<file path="src/hdl/pqkr_pkg.sv">
`timescale 1ns / 1ps
`default_nettype none
// ----------------------------------------------------------------------------
// pqkr_pkg
// Types and constants shared by the process queue with keyed removal.
// ----------------------------------------------------------------------------
package pqkr_pkg;
  localparam int QueueDepth = 16;
  localparam int NameBytes  = 8;
  localparam int IdxW       = $clog2(QueueDepth);
  localparam int CntW       = $clog2(QueueDepth + 1);
  localparam int RecW       = 64 + 8 + 22 + 16;
  localparam logic [63:0] NameMask =
      (NameBytes >= 8) ? 64'hFFFF_FFFF_FFFF_FFFF :
      ((64'd1 << (8 * NameBytes)) - 64'd1);

  typedef enum logic [1:0] {
    REQ_PUSH = 2'd0, REQ_POP = 2'd1, REQ_DEL_NAME = 2'd2, REQ_DEL_PID = 2'd3
  } req_t;

  typedef enum logic [1:0] {
    ST_OK = 2'd0, ST_EMPTY = 2'd1, ST_FULL = 2'd2, ST_NOTFOUND = 2'd3
  } status_t;

  typedef enum logic [2:0] {
    S_IDLE, S_SCAN, S_SHIFT_RD, S_SHIFT_WR, S_DONE
  } state_t;

  typedef struct packed {
    logic [63:0] name;
    logic [7:0]  priority_v;
    logic [21:0] pid;
    logic [15:0] runtime;
  } rec_t;
endpackage
`default_nettype wire

</file>
<file path="src/hdl/pqkr_ram.sv">
`timescale 1ns / 1ps
`default_nettype none
// ----------------------------------------------------------------------------
// pqkr_ram
// Record store with one write port and one read port; the read is registered.
// ----------------------------------------------------------------------------
module pqkr_ram (
  input  wire logic                    clk,
  input  wire logic                    we,
  input  wire logic [pqkr_pkg::IdxW-1:0] waddr,
  input  wire pqkr_pkg::rec_t          wdata,
  input  wire logic [pqkr_pkg::IdxW-1:0] raddr,
  output pqkr_pkg::rec_t               rdata
);
  import pqkr_pkg::*;
  rec_t mem [QueueDepth];

  always_ff @(posedge clk) begin
    if (we) begin
      mem[waddr] <= wdata;
    end
    rdata <= mem[raddr];
  end
endmodule
`default_nettype wire

</file>
<file path="src/hdl/process_queue_keyed_removal_unit.sv">
`timescale 1ns / 1ps
`default_nettype none
// ----------------------------------------------------------------------------
// process_queue_keyed_removal_unit
// Bounded FIFO of process records with pop and removal by name or pid.
// ----------------------------------------------------------------------------
// Channel  Dir  Contents
// s_axis   in   request: type in tuser, record or key in tdata
// m_axis   out  result: status in tuser, record and fill level in tdata
//
// Push writes its record as it is accepted. Pop and delete read one slot a cycle
// from the head until a match, then close up the queue, reading and then
// writing each moved slot in turn through the memory.
// Reset clears the count and the control; slot contents are left as they are.
// A result waits in the output register while m_axis_tready is low.
// ----------------------------------------------------------------------------
module process_queue_keyed_removal_unit (
  input  wire logic         clk,
  input  wire logic         rst,
  input  wire logic         s_axis_tvalid,
  output logic              s_axis_tready,
  // key_name[63:0], entry_priority[71:64], entry_pid[93:72],
  // entry_runtime[109:94], zero [111:110]
  input  wire logic [111:0] s_axis_tdata,
  // req_type[1:0]
  input  wire logic [1:0]   s_axis_tuser,
  output logic              m_axis_tvalid,
  input  wire logic         m_axis_tready,
  // out_name[63:0], out_priority[71:64], out_pid[93:72],
  // out_runtime[109:94], fill_level[114:110], zero [119:115]
  output logic [119:0]      m_axis_tdata,
  // status[1:0]
  output logic [1:0]        m_axis_tuser
);
  import pqkr_pkg::*;

  state_t state, state_next;
  req_t   req;
  rec_t   key;
  logic [CntW-1:0] count;
  logic [CntW-1:0] idx;
  rec_t   res_rec;
  status_t res_status;
  logic   we;
  logic [IdxW-1:0] waddr, raddr;
  rec_t   wdata, rdata;
  logic   hit;
  logic   out_valid;
  logic [CntW-1:0] idx_inc;

  assign idx_inc = idx + 1'b1;

  pqkr_ram u_ram (
    .clk(clk), .we(we), .waddr(waddr), .wdata(wdata),
    .raddr(raddr), .rdata(rdata)
  );

  assign hit = (req == REQ_POP) ||
               (req == REQ_DEL_NAME && rdata.name == key.name) ||
               (req == REQ_DEL_PID && rdata.pid == key.pid);

  assign s_axis_tready = (state == S_IDLE) && !out_valid;

  always_comb begin
    state_next = state;
    case (state)
      S_IDLE: begin
        if (s_axis_tvalid && s_axis_tready) begin
          if (req_t'(s_axis_tuser) == REQ_PUSH) state_next = S_DONE;
          else if (count == '0) state_next = S_DONE;
          else state_next = S_SCAN;
        end
      end
      S_SCAN: begin
        if (hit) state_next = (idx_inc < count) ? S_SHIFT_RD : S_DONE;
        else if (idx_inc >= count) state_next = S_DONE;
      end
      S_SHIFT_RD: state_next = S_SHIFT_WR;
      // In the shift loop count is already one less, so idx_inc < count stops at the new last slot.
      S_SHIFT_WR: state_next = (idx_inc < count) ? S_SHIFT_RD : S_DONE;
      S_DONE: state_next = S_IDLE;
      default: state_next = S_IDLE;
    endcase
  end

  always_comb begin
    we    = 1'b0;
    waddr = idx[IdxW-1:0];
    wdata = rdata;
    raddr = idx[IdxW-1:0];
    case (state)
      S_IDLE: begin
        raddr = '0;
        waddr = count[IdxW-1:0];
        wdata.name       = s_axis_tdata[63:0] & NameMask;
        wdata.priority_v = s_axis_tdata[71:64];
        wdata.pid        = s_axis_tdata[93:72];
        wdata.runtime    = s_axis_tdata[109:94];
        we = s_axis_tvalid && s_axis_tready &&
             req_t'(s_axis_tuser) == REQ_PUSH && count < CntW'(QueueDepth);
      end
      S_SCAN: raddr = idx_inc[IdxW-1:0];
      S_SHIFT_RD: raddr = idx_inc[IdxW-1:0];
      S_SHIFT_WR: begin
        we = 1'b1;
        raddr = idx_inc[IdxW-1:0] + 1'b1;
      end
      default: ;
    endcase
  end

  always_ff @(posedge clk) begin
    if (rst) begin
      state <= S_IDLE;
      count <= '0;
      out_valid <= 1'b0;
    end else begin
      state <= state_next;
      if (out_valid && m_axis_tready) out_valid <= 1'b0;
      case (state)
        S_IDLE: begin
          idx <= '0;
          if (s_axis_tvalid && s_axis_tready) begin
            req <= req_t'(s_axis_tuser);
            key.name <= s_axis_tdata[63:0] & NameMask;
            key.pid  <= s_axis_tdata[93:72];
            res_rec  <= '0;
            case (req_t'(s_axis_tuser))
              REQ_PUSH: begin
                if (count < CntW'(QueueDepth)) begin
                  res_status <= ST_OK;
                  count <= count + 1'b1;
                end else begin
                  res_status <= ST_FULL;
                end
              end
              REQ_POP: res_status <= (count == '0) ? ST_EMPTY : ST_NOTFOUND;
              default: res_status <= ST_NOTFOUND;
            endcase
          end
        end
        S_SCAN: begin
          if (hit) begin
            res_rec <= rdata;
            res_status <= ST_OK;
            count <= count - 1'b1;
          end else begin
            idx <= idx_inc;
          end
        end
        S_SHIFT_WR: idx <= idx_inc;
        S_DONE: out_valid <= 1'b1;
        default: ;
      endcase
    end
  end

  assign m_axis_tvalid = out_valid;
  assign m_axis_tuser  = res_status;
  assign m_axis_tdata  = {5'd0, count, res_rec.runtime, res_rec.pid,
                          res_rec.priority_v, res_rec.name};
endmodule
`default_nettype wire
</file>
<file path="config.mk">
export PLATFORM = sky130hd
export DESIGN_NAME = process_queue_keyed_removal_unit
export DESIGN_NICKNAME = d
export VERILOG_FILES = /design/src/hdl/pqkr_pkg.sv /design/src/hdl/pqkr_ram.sv /design/src/hdl/process_queue_keyed_removal_unit.sv
export SDC_FILE = /design/constraint.sdc
export NUM_CORES = 2
export LEC_CHECK = 0
export BUFFER_PORTS_ARGS = -buffer_cell sky130_fd_sc_hd__buf_4
export CAP_MARGIN = 20
export CORE_UTILIZATION = 40
export CTS_CLUSTER_SIZE = 8
export DETAILED_ROUTE_END_ITERATION = 6
export PLACE_DENSITY_LB_ADDON = 0.15
export SETUP_SLACK_MARGIN = 0.5
export SLEW_MARGIN = 30
export SYNTH_ARGS = -nofsm -noshare
export SYNTH_HDL_FRONTEND = slang
export SYNTH_SLANG_ARGS = --single-unit
</file>
<file path="constraint.sdc">
create_clock -name clk -period 10.34 [get_ports clk]
set_clock_uncertainty 0.2 [all_clocks]
set_input_delay 0.517 -clock clk [delete_from_list [all_inputs] [get_ports clk]]
set_output_delay 0.517 -clock clk [all_outputs]
set_load 0.02 [all_outputs]
</file>
* After elaboration in Yosys (flattened, before gate mapping)
Memory sizes are Yosys's and may differ from the RTL's. A register that Yosys moved wholly into a read port is not among the register bits. Cells that the tools add are included.
Storage, ports and cells: flip-flop bits (word level) 214, memory bits (writable) 1760, input port bits 118, logic and storage cells 90, memories kept 1
Memory list:
- u_ram.mem | depth 16, width 110, rd ports 1, clocked after memory_dff 1, write ports 1, RTL line pqkr_ram.sv:16 | rec_t mem [QueueDepth];
Cells by class: $add $sub $neg 4, magnitude comparators 3, equal/unequal tests 16, muxes and demuxes 31, bitwise operators 1, reductions and logical operators 22
Operators by type and width (count):
- $mux 110 | 3
- $pmux 110 s2 | 1
- $eq 64x64->1 | 1
- $mux 5 | 5
- $eq 22x22->1 | 1
- $mux 3 | 6
- $pmux 5 s3 | 1
- $pmux 3 s4 | 1
- $pmux 4 s3 | 1
- $add 5x1->5 const B | 2
- $pmux 5 s2 | 1
- $mux 2 | 4
- $pmux 2 s2 | 2
- $logic_and 1x1->1 | 7
- $eq 3x2->1 const B | 2
- $ne 2x1->1 const B | 3
- $reduce_and 3->1 | 2
- $ge 5x5->1 | 1
- $logic_not 5->1 | 1
- $lt 5x5->1 | 1
- $lt 5x5->1 const B | 1
- $reduce_and 5->1 | 1
- $sub 5x1->5 const B | 1
- $add 4x1->4 const B | 1
- 19 further kinds | 27

* Depth between registers and ports, before layout
depth in word-level cells 8, depth in mapped cells 13, depth with buffers taken out 10

* By module
Synthesis repeated with hierarchy kept, for this count alone.
Unflattened totals: cells, all modules 3793, area total of the unflattened synthesis 78527.8 µm²
Modules (own cells, without submodules):
- pqkr_ram | instances 1, cells an instance 2813, area each 68017.7 µm², sequential area each 55052.8 µm²
- process_queue_keyed_removal_unit | instances 1, cells an instance 980, area each 10510.1 µm², sequential area each 6336.1 µm²

* Worst setup path before layout
No wires, ideal clock.
path kind register to register, from register state[2], to memory u_ram.mem[7][0] (netlist name), enable pin, arrival time 6353 ps, required time 9559 ps, slack 3206 ps, cell stages (with the launch flop) 9, path buffers 2, cell sequence dfxtp_1 -> buf_2 -> or3_1 -> buf_2 -> or2_1 -> nor4_4 -> a21o_2 -> nand2_1 -> nor2_1
On the way: cells in the longest elaborated chain, start to end 8, elaborated cells between the ends (all ways) 10
Ends and longest elaborated chain:
- start, declared | RTL line process_queue_keyed_removal_unit.sv:37 | state_t state, state_next;
- start signal, assigned | RTL line process_queue_keyed_removal_unit.sv:118 | state <= state_next;
- $logic_not 3->1 | RTL line process_queue_keyed_removal_unit.sv:62, process_queue_keyed_removal_unit.sv:91
- $logic_and 1x1->1 | RTL line process_queue_keyed_removal_unit.sv:62 | assign s_axis_tready = (state == S_IDLE) && !out_valid;
- $logic_and 1x1->1 (2 in a row) | RTL line process_queue_keyed_removal_unit.sv:99 | we = s_axis_tvalid && s_axis_tready &&
- $logic_and 1x1->1 | RTL line process_queue_keyed_removal_unit.sv:100 | req_t'(s_axis_tuser) == REQ_PUSH && count < CntW'(QueueDepth);
- $pmux 1 s2 | RTL line process_queue_keyed_removal_unit.sv:91 | case (state)
- $mux 1 | RTL line pqkr_ram.sv:19 | if (we) begin
- $mux 1 (not written as such) | RTL line pqkr_ram.sv:20 | mem[waddr] <= wdata;
- end, declared | RTL line pqkr_ram.sv:16
Parallel ways exist; a longest one is shown, timed or not.

* Final worst setup path
from register state[2], to memory u_ram.mem[14][108] (netlist name), enable pin
The elaborated chain is that of the path after synthesis.

==> summary.md <==
| Metric | Value |
|---|---|
| Status | completed |
| Die area | 210000 µm² |
| Endpoint class of the critical path | flop |
| DR WL met3 | 9.20 mm |
| Synth Flop Type | edfxtp_1 |
| RSZ-0062 raised after global routing | no |
| Maximum clock frequency | between 150 and 200 MHz |
| DRT Pass-1 Iters | 5 |
| Initial Util | 40.3% |
| Final Non-Filler Cells | 8169 |
| CTS root buf | clkbuf_16 |
| Period Utilization, post-route | 50.9% |
| Synthesis warning total | 0 |
| Worst slew pin tran | around 1100 ps |
| # resized after CTS | 0 |
| Largest net degree at the start of global routing | roughly 140 |
| Register bit total from synthesis | approximately 2.1k |
| Crit-path max cell delay | 810 ps |
| Slowest cell on crit path | buf_4 |
| Crit path depth | 8 |
| Share of layout cells above drive strength 1 | 12.7% |
| Cell variety after synth | 54 |
| Post-route minimum period | roughly 5300 ps |
| Max VDD drop | 171 µV |
| CP top delay family | simple AND/OR/NAND/NOR gates |
| I/O Buffers | 234 |
| Met2 WL post-DR | 103 mm |
| Slew HR | 28.8% |
| Mean post-synth cell area | roughly 18 µm² |
| FF-to-FF Start | state[2] |
| CP Cell Sequence | or3_4, or2_1, nor4_4, a21o_2, o21ai_2, nor2_4, buf_4, buf_4 |
| Via count of the routed design | about 42k |
| Setup Viol. Count Final | 0 |
| Crit path kind | reg2reg |
| DR DRC count | 0 |
| Iter 0 DRT Violations | 2864 |
| Mapped Cells | 4704 |
| Vias per inst | 5.13 |
| Most common cell after layout, fill and taps aside | edfxtp_1 |
| Syn-to-layout area delta | 17.7% |
| Final worst setup slack | 5080 ps |
| Avg WL per Cell | 26.1 µm |
| Seq/Total Area, Yosys | between 70% and 80% |
| Hold WC Path Type | in2reg |
| Vias in the first global route | 43.0k |
| Crit path launch type | flop |
| Buffer depth of the longest clock path | 4 |
| Mapped cell area | 83300 µm² |
| Hold path depth | 3 |
| PwrDens | ~230 nW/µm² |
| DP Area | slightly below 90000 µm² |
| Final Instance Area | 98100 µm² |
| Post-placement setup slack | about 5000 ps |
| Crit path max fanout | 37 |
| Final core occ | 47.4% |
| Lkg Pwr | around 0.037 µW |
| Gr ovfl total | 0 |
| Die Ht | about 460 µm |
| Commonest cells after routing, fill and taps aside | 1965 x edfxtp_1, 1650 x mux2i_1, 332 x nand2_1 |
| CP bufs+invs | 2 |
| Pins Over Slew Limit | 0 |
| Clk slew on worst S/H paths | 50 ps |
| Post-synth EDFFs | 1965 |
| Dpl cells | 7575 |
| Max-Cap Viols | 0 |
| Post-CTS setup buffers | 0 |
| Nets | 5323 |
| Cts bufs inserted | 310 |
| Initial antenna violation count | 21 |
| Clock Latency Late Sink | slightly above 900 ps |
| Die X | 458 µm |
| Critical Path Start | state[2] |
| Worst hold start | s_axis_tdata[104] |
| R2R depth | 8 |
| H-tree depth | 5 |
| CORE AREA | approximately 210000 µm² |
| CTS Hold Bufs | 91 |
| Fin. Hold Viols | 0 |
| Rows | between 150 and 200 |
| GP Congestion | 0.768 |
| CTS Sinks | 2084 |
| Ports | 242 |
| Wl on met1 | ~96 mm |
| Cell repeated most along the worst path | buf_4 |
| ANT nets after route | 0 |
| FILL cells | 17.6k |
| CP required | 10650 ps |
| DP HPWL | 105 mm |
| Fraction of registers with async set/reset | 0% |
| CP arrival | 5570 ps |
| Total Routing Usage GR | 20.1% |
| TritonCTS clock tree | built |
| Post-route setup TNS | 0 ps |
| First-pass GRT wire length | 304 mm |
| Top sig layer | met5 |
| Final WL | 213 mm |
[per-layer routing]
layer  up-vias  track usage [%]
met5         -                0
met2       978             33.2
met3       334             3.27
li1      19037                -
met1     21583             27.2
met4         4             6.14
[synth_stat cells (5+ instances only)]
cell type	count	area share, %
edfxtp_1	1965	71
mux2i_1	1650	20
nand2_1	332	1.5
dfxtp_1	119	2.9
buf_2	115	0.69
and2_1	109	0.82
xnor2_1	70	0.74
buf_6	45	0.61
nor2_1	43	0.19
buf_4	36	0.32
clkbuf_1	33	0.15
inv_1	18	0.081
nand4_1	15	0.11
a21oi_1	13	0.078
o21ai_0	12	0.072
nor2b_1	11	0.083
xor2_1	11	0.12
ha_1	10	0.15
nand3_1	9	0.054
nor4_1	8	0.060
nor3_1	7	0.042
buf_1	6	0.027
nor3b_1	6	0.054
nand2b_1	5	0.038
[worst min-delay path: stages]
cell and delay [ps]:
buf_4 70, nand2_1 40, nand2_1 340
[state kept, by name, summed over array words and instances (netlist names)]
| signal | flops |
|---|---|
| m_axis_tdata | 110 |
| u_ram.mem | 1760 |
| u_ram.rdata | 110 |
| state | 3 |
| req | 2 |
| count | 5 |
| key | 86 |
| idx | 5 |
| m_axis_tuser | 2 |
| m_axis_tvalid | 1 |
[through the flow]
step	hold slack, ps	total power [µW]
2_1_floorplan	306	12900
3_3_place_gp	324	14100
3_5_place_dp	320	14100
4_1_cts	4.50	23300
5_1_grt	88.0	23900
6_report	85.9	23000
[final timing paths]
path	to	slack, ps
setup / recovery	u_ram.mem[14][108]	5080
hold / removal	u_ram.mem[14][10]	90
setup reg to reg	u_ram.mem[14][108]	5080
hold reg to reg	m_axis_tdata[104]	330
[final cells by class]
type	instances	area [µm²]	area share, %
well taps	2788	3490	3.56
clock inverters	6	48.8	0.0497
flip-flops and latches	2084	61400	62.6
inverters	21	83.8	0.0855
repair buffers	409	3870	3.95
diodes	2	5.00	0.00510
clock buffers	491	8590	8.75
multi-input cells	2368	20600	21.0
[where the power goes]
| part | internal [µW] | leakage, µW | switching, µW |
|---|---|---|---|
| sequential | 10200 | 0.0188 | 239 |
| combinational | 1210 | 0.0143 | 2310 |
| clock | 5600 | 0.00414 | 3440 |
[logic make-up (layout without fill, tap and decap cells)]
logic type	Yosys count	after routing	share of synthesized area, %
compound gates	64	64	0.534
xor+xnor	81	81	0.851
fa+ha+maj	11	11	0.174
buf+inv	256	927	1.89
flops	2084	2084	73.7
mux	1651	1651	19.8
other cells	1	7	0.00450
simple gates	556	556	3.06
Note: power is estimated with default switching activity, not from simulation.
